## src/rtl/core/farthest_point_sampler_assert.svh

```systemverilog
// Assertion macros for the farthest point sampler.
// Expects signals named clk and rst in the scope of each use.
`ifndef FARTHEST_POINT_SAMPLER_ASSERT_SVH
`define FARTHEST_POINT_SAMPLER_ASSERT_SVH
`ifndef SYNTHESIS
`define FPS_ASSERT_IMP(lbl, ante, cons, msg) \
  lbl: assert property (@(posedge clk) disable iff (rst) (ante) |-> (cons)) else $error(msg);
`define FPS_ASSERT_NXT(lbl, ante, cons, msg) \
  lbl: assert property (@(posedge clk) disable iff (rst) (ante) |=> (cons)) else $error(msg);
`else
`define FPS_ASSERT_IMP(lbl, ante, cons, msg)
`define FPS_ASSERT_NXT(lbl, ante, cons, msg)
`endif
`endif

```

## src/rtl/core/fps_pkg.sv

```systemverilog
// Shared constants, status codes and the command control type of the sampler.
// No dependencies.
package fps_pkg;

  localparam int MAX_POINTS_DEF  = 1024;
  localparam int MAX_SAMPLES_DEF = 64;
  localparam int COORD_BITS_DEF  = 16;

  localparam int SAMPLE_W = 7;
  localparam int INDEX_W  = 10;
  localparam int STATUS_W = 2;

  localparam logic [STATUS_W-1:0] STATUS_OK         = 2'd0;
  localparam logic [STATUS_W-1:0] STATUS_NO_SAMPLES = 2'd1;
  localparam logic [STATUS_W-1:0] STATUS_TOO_FEW    = 2'd2;
  localparam logic [STATUS_W-1:0] STATUS_DROPPED    = 2'd3;

  typedef struct packed {
    logic keep;  // point has a slot in the store
    logic last;  // final point: start a run
    logic ovf;   // some point of this cloud was dropped
  } fps_ctl_t;

endpackage

```

## src/rtl/core/fps_front.sv

```systemverilog
// Front end: accepts points, assigns store slots, flags drops and queues commands.
// Depends on fps_pkg.
module fps_front import fps_pkg::*; #(
  parameter int MAX_POINTS = MAX_POINTS_DEF,
  parameter int COORD_BITS = COORD_BITS_DEF,
  localparam int IW = $clog2(MAX_POINTS),
  localparam int CW = $clog2(MAX_POINTS + 1)
) (
  input  logic                  clk,
  input  logic                  rst,
  input  logic                  in_valid,
  output logic                  in_ready,
  input  logic [COORD_BITS-1:0] x,
  input  logic [COORD_BITS-1:0] y,
  input  logic [COORD_BITS-1:0] z,
  input  logic                  last,
  output logic                  cmd_valid,
  input  logic                  cmd_ready,
  output logic [COORD_BITS-1:0] cmd_x,
  output logic [COORD_BITS-1:0] cmd_y,
  output logic [COORD_BITS-1:0] cmd_z,
  output logic [IW-1:0]         cmd_index,
  output logic [CW-1:0]         cmd_total,
  output fps_ctl_t              cmd_ctl
);

  localparam int C   = COORD_BITS;
  localparam int E_W = 3 * C + IW + CW + $bits(fps_ctl_t);

  logic [CW-1:0]  total;
  logic           ovf;
  logic           keep;
  logic [CW-1:0]  total_next;
  fps_ctl_t       ctl_in;
  logic [E_W-1:0] entry;
  logic [E_W-1:0] q_data [2];
  logic           wr_ptr;
  logic           rd_ptr;
  logic [1:0]     fill;
  logic           push;
  logic           pop;

  assign in_ready  = (fill != 2'd2);
  assign cmd_valid = (fill != 2'd0);
  assign push      = in_valid && in_ready;
  assign pop       = cmd_valid && cmd_ready;

  assign keep       = (total < CW'(MAX_POINTS));
  assign total_next = keep ? total + CW'(1) : total;

  always_comb begin
    ctl_in.keep = keep;
    ctl_in.last = last;
    ctl_in.ovf  = ovf || !keep;
    entry       = {x, y, z, total[IW-1:0], total_next, ctl_in};
  end

  assign {cmd_x, cmd_y, cmd_z, cmd_index, cmd_total, cmd_ctl} = q_data[rd_ptr];

  always_ff @(posedge clk) begin
    if (push) begin
      q_data[wr_ptr] <= entry;
    end
  end

  always_ff @(posedge clk) begin
    if (rst) begin
      total  <= '0;
      ovf    <= 1'b0;
      wr_ptr <= 1'b0;
      rd_ptr <= 1'b0;
      fill   <= 2'd0;
    end else begin
      if (push) begin
        wr_ptr <= !wr_ptr;
        // a finished cloud restarts the count for the next one
        if (last) begin
          total <= '0;
          ovf   <= 1'b0;
        end else begin
          total <= total_next;
          ovf   <= ctl_in.ovf;
        end
      end
      if (pop) begin
        rd_ptr <= !rd_ptr;
      end
      if (push && !pop) begin
        fill <= fill + 2'd1;
      end else if (pop && !push) begin
        fill <= fill - 2'd1;
      end
    end
  end

endmodule

```

## config.mk

```make
export PLATFORM = sky130hd
export DESIGN_NAME = fps_front
export DESIGN_NICKNAME = d
export VERILOG_FILES = /design/src/rtl/core/farthest_point_sampler_assert.svh /design/src/rtl/core/fps_pkg.sv /design/src/rtl/core/fps_front.sv
export SDC_FILE = /design/constraint.sdc
export NUM_CORES = 1
export LEC_CHECK = 0
export BUFFER_PORTS_ARGS = -buffer_cell sky130_fd_sc_hd__buf_2
export CAP_MARGIN = 20
export CORE_ASPECT_RATIO = 0.75
export CORE_MARGIN = 3
export CORE_UTILIZATION = 54
export DETAILED_ROUTE_END_ITERATION = 7
export GPL_ROUTABILITY_DRIVEN = 0
export HOLD_SLACK_MARGIN = 0.15
export PLACE_DENSITY = 0.79
export SLEW_MARGIN = 20
export SYNTH_ARGS = -nofsm -noshare
export SYNTH_HDL_FRONTEND = slang
export SYNTH_SLANG_ARGS = --single-unit
```

## constraint.sdc

```tcl
create_clock -name clk -period 6.6 [get_ports clk]
set_clock_uncertainty 0.15 [all_clocks]
set_input_delay 1.98 -clock clk [delete_from_list [all_inputs] [get_ports clk]]
set_output_delay 1.98 -clock clk [all_outputs]
set_load 0.005 [all_outputs]
```

; ---- After elaboration in Yosys (flattened, before gate mapping)
; Memory sizes are Yosys's and may differ from the RTL's. A register that Yosys moved wholly into a read port is not among the register bits.
; Index checks and enable logic that the tools add are counted.
[classes]
magnitude_cmp = 1
addsub = 3
n_mux = 9
reduce_logical = 12
eq_ne = 1
[ops]
columns = op, count
row1 = 11-bit two-way mux, 2
row2 = 11-bit by 1-bit adder with 11-bit output (second input constant), 1
row3 = 11-bit < comparator (second input constant), 1
row4 = 1-bit logical NOT, 5
row5 = 1-bit two-way mux, 5
row6 = 1-bit logical AND, 4
row7 = 2-bit two-way mux, 2
row8 = 2-bit nonzero test, 2
row9 = 2-bit by 1-bit adder with 2-bit output (second input constant), 1
row10 = 2-bit != test (second input constant), 1
row11 = 2-bit by 1-bit subtractor with 2-bit output (second input constant), 1
row12 = 1-bit logical OR, 1
[totals]
word_cells = 32
mem_bits_rw = 144
ff_bits = 16
memories = 1
out_inout_bits = 74
[memory_table]
columns = memory, depth, word_bits, rd, rd_ports_with_merged_regs, wr, line_no
row1 = q_data, 2, 72, 1, 1, 1, fps_front.sv:36  ; logic [E_W-1:0] q_data [2];

; ---- Longest topological paths before layout
[logic_depth]
word_depth = 6
mapped_depth = 7
depth_no_buf = 7

; ---- Least setup slack after synthesis
; Ideal clock, no wire load.
[synth_path]
path_type = input-to-reg
from = input port in_valid
to = memory q_data[0][0] (netlist name) (enable)
required_ns = 5.947
setup_slack_ns = 0.696
setup_ns = 0.503
arrival_ns = 5.251
cell_stages = 3
path_cell_list = nand2_1 > clkbuf_1 > nor2_1
[synth_between]
elab_chain_cells = 3
[synth_lines]
columns = element, line_no
row1 = "start, declared", fps_front.sv:11  ; input logic in_valid,
row2 = 1-bit logical AND, fps_front.sv:45  ; assign push = in_valid && in_ready;
row3 = 1-bit two-way mux, fps_front.sv:61  ; if (push) begin
row4 = 1-bit two-way mux (implied by the code), fps_front.sv:62  ; q_data[wr_ptr] <= entry;
row5 = "end, declared", fps_front.sv:36
; No other way between the ends.

==> impl_metrics.sql <==
INSERT INTO impl_metrics (metric_group, metric, value, unit) VALUES
('run', 'max_capacitance_violation_total', '0', ''),
('worst_setup_path', 'worst_path_dominant_cell_family', 'flip-flops', ''),
('yosys', 'synth_enable_flop_cells', '144', ''),
('clocking', 'ctsLongestPathBuffers', '2', ''),
('global_routing', 'grt_overflow', '0', ''),
('worst_setup_path', 'rrSetupSlack', '3880', 'ps'),
('floorplanning', 'die_y', '98.06', 'µm'),
('power_and_ir_drop', 'power.combinational.fraction', '0.182', ''),
('placement', 'place.detailed.instances', '586', ''),
('sta', 'worst_slew_pin_slew', '1026', 'ps'),
('placement', 'placed_cell_area', '0.006874', 'mm²'),
('worst_setup_path', 'timing.setup.critical_path_class', 'reg -> out', ''),
('layout', 'design.final.nets', '524', ''),
('clocking', 'cts.repair.resized', '0', ''),
('detailed_routing', 'route.detailed.drc', '0', ''),
('worst_setup_path', 'crit-reg2reg-launch', 'fill[0]', ''),
('worst_setup_path', 'worst_ep_required_time', '4470', 'ps'),
('floorplanning', 'coreArea', '0.01065', 'mm²'),
('yosys', 'syn-mean-instance-area', '18.16', 'µm²'),
('power_and_ir_drop', 'clock_power_share', '0.347', ''),
('detailed_routing', 'drt-vias-per-instance', '5.392', ''),
('detailed_routing', 'via_count', '3332', ''),
('worst_setup_path', 'cpMaxStageDelayCell', 'sky130_fd_sc_hd__dfxtp_4', ''),
('sta', 'slew_violations', '0', ''),
('yosys', 'synthesis.area', '0.006102', 'mm²'),
('clocking', 'clock_sinks', '161', ''),
('layout', 'areaGrowthSynthToFinish', '22.78', '%'),
('clocking', 'worstSkewPairLatency', '410', 'ps'),
('power_and_ir_drop', 'p_leak', '2.774', 'nW'),
('detailed_routing', 'drt_wl_total', '11.12', 'mm'),
('detailed_routing', 'wire_per_inst', '17.99', 'µm'),
('clocking', 'post_cts_buffers', '0', ''),
('worst_setup_path', 'critical_path.max_fanout', '72', ''),
('floorplanning', 'top_level_ports', '127', ''),
('power_and_ir_drop', 'power.share.switching', '0.2468', ''),
('layout', 'filler_cell_count', '689', ''),
('global_routing', 'met1_usage', '0.2372', ''),
('outcome', 'result_of_the_run', 'finished clean', ''),
('power_and_ir_drop', 'p_sw', '722.2', 'µW'),
('yosys', 'synth_top_cell_by_area', 'sky130_fd_sc_hd__edfxtp_1', ''),
('worst_setup_path', 'critPathCaptureType', 'primary output', ''),
('clocking', 'cts_tree', 'yes', ''),
('floorplanning', 'chip_width', '128.7', 'µm'),
('yosys', 'synth-seq-cells', '161', ''),
('global_routing', 'globalRoute.busiestLayer', 'met2', ''),
('sta', 'grt_setup_unrepaired', 'false', ''),
('global_routing', 'grt_max_degree', '73', ''),
('sta', 'final.setup.tns', '0', 'ps'),
('sta', 'finalHoldViolCount', '0', ''),
('global_routing', 'antenna_violations_before_repair', '0', ''),
('clocking', 'hold_buffers', '0', ''),
('sta', 'holdWs', '357.0', 'ps'),
('global_routing', 'grt_pass1_vias', '3378', ''),
('hold_path', 'min-delay-start', 'fill[1]', ''),
('placement', 'detailed_place_hpwl', '6.878', 'mm'),
('yosys', 'synth_most_common_cell', 'sky130_fd_sc_hd__edfxtp_1', ''),
('worst_setup_path', 'r2r_end', 'q_data[0][63]', ''),
('yosys', 'synth_warnings', '0', ''),
('layout', 'stdcell_area', '0.007492', 'mm²'),
('sta', 'slew-limit-headroom', '0.3163', ''),
('yosys', 'ys_async_sr_fraction', '0', ''),
('clocking', 'htreeDepth', '4', ''),
('worst_setup_path', 'crit_arrival', '2010', 'ps'),
('layout', 'post_layout_nonfiller_instances', '618', ''),
('power_and_ir_drop', 'ir_drop', '0.2735', 'mV'),
('yosys', 'number_of_nets_produced_by_synthesis', '391', ''),
('clocking', 'clock_pin_slew_on_the_worst_setup_and_hold_paths', '60', 'ps'),
('floorplanning', 'dieArea', '0.01262', 'mm²'),
('global_routing', 'grt_pass1_wl', '16.85', 'mm'),
('yosys', 'postSynth.topFlopCell', 'sky130_fd_sc_hd__edfxtp_1', ''),
('clocking', 'cts-root-buf', 'sky130_fd_sc_hd__clkbuf_16', '');
cell families (layout without fill, tap and decap cells):
logic type | after synthesis | after routing | synth area share
simple gates | 47 | 47 | 0.04491
fa+ha+maj | 2 | 2 | 0.004100
buf+inv | 16 | 162 | 0.01107
compound gates | 24 | 24 | 0.02214
mux | 73 | 73 | 0.1347
flops | 161 | 161 | 0.7644
xor+xnor | 13 | 13 | 0.01866
worst min-delay path: cells and delay by family, from the launching register on:
family / cells / cell delay [ps]
AO/OA/AOI/OAI: 2 / 130
flip-flops: 1 / 330
registers in the layout (all words and copies together) (netlist names), named ones only:
register  cells
ovf           1
q_data      144
fill          2
wr_ptr        1
total        11
rd_ptr        1
worst max path at each step:
stage / start / to / slack, ps / depth (start not counted)
2_1_floorplan: in_valid / q_data[0][0] / 700 / 3
3_3_place_gp: in_valid / q_data[0][7] / 2440 / 4
3_5_place_dp: in_valid / q_data[0][1] / 2360 / 4
4_1_cts: register / cmd_z[9] / 2440 / 2
5_1_grt: register / cmd_x[10] / 2350 / 2
6_report: register / cmd_index[6] / 2460 / 2
power by group through the flow:
stage	Clock (mW)	Sequential, mW	Combinational [mW]
finish	1.01	1.38	0.532
detailed placement	0	1.40	0.538
global placement	0	1.39	0.528
floorplan	0	1.34	0.358
global route	1.08	1.40	0.584
CTS	1.03	1.38	0.543
cell type report:
cell class	count	area, µm²	area share
clock buffer	19	432.9	0.05778
inverter	2	7.507	0.001002
timing repair buffer	128	645.6	0.08617
sequential	161	4668	0.6231
clock inverter	13	185.2	0.02472
tap	136	170.2	0.02271
multi-input combinational	159	1383	0.1845
layer usage:
layer  wire [µm]  part of all wire  up-vias
met4          47            0.0042        0
li1            -                 -     1560
met3        1156              0.10        4
met2        5004              0.45      147
met1        4911              0.44     1621
met5           0                 0        -
cells in the final DEF, fill, tap and decap left out, drive strengths merged, types with 6 or more instances in the layout:
master / count
a21oi: 12
buf: 128
clkbuf: 19
dfxtp: 17
edfxtp: 144
mux2: 73
nand2: 10
nor2: 8
o21ai: 7
or3: 6
xnor2: 9
stage by stage:
step           setup WS [ps]  power, mW
2_1_floorplan          696.1      1.698
3_3_place_gp            2441      1.923
3_5_place_dp            2358      1.941
4_1_cts                 2442      2.955
5_1_grt                 2353      3.063
6_report                2459      2.926
(Power assumes the default switching activity.)
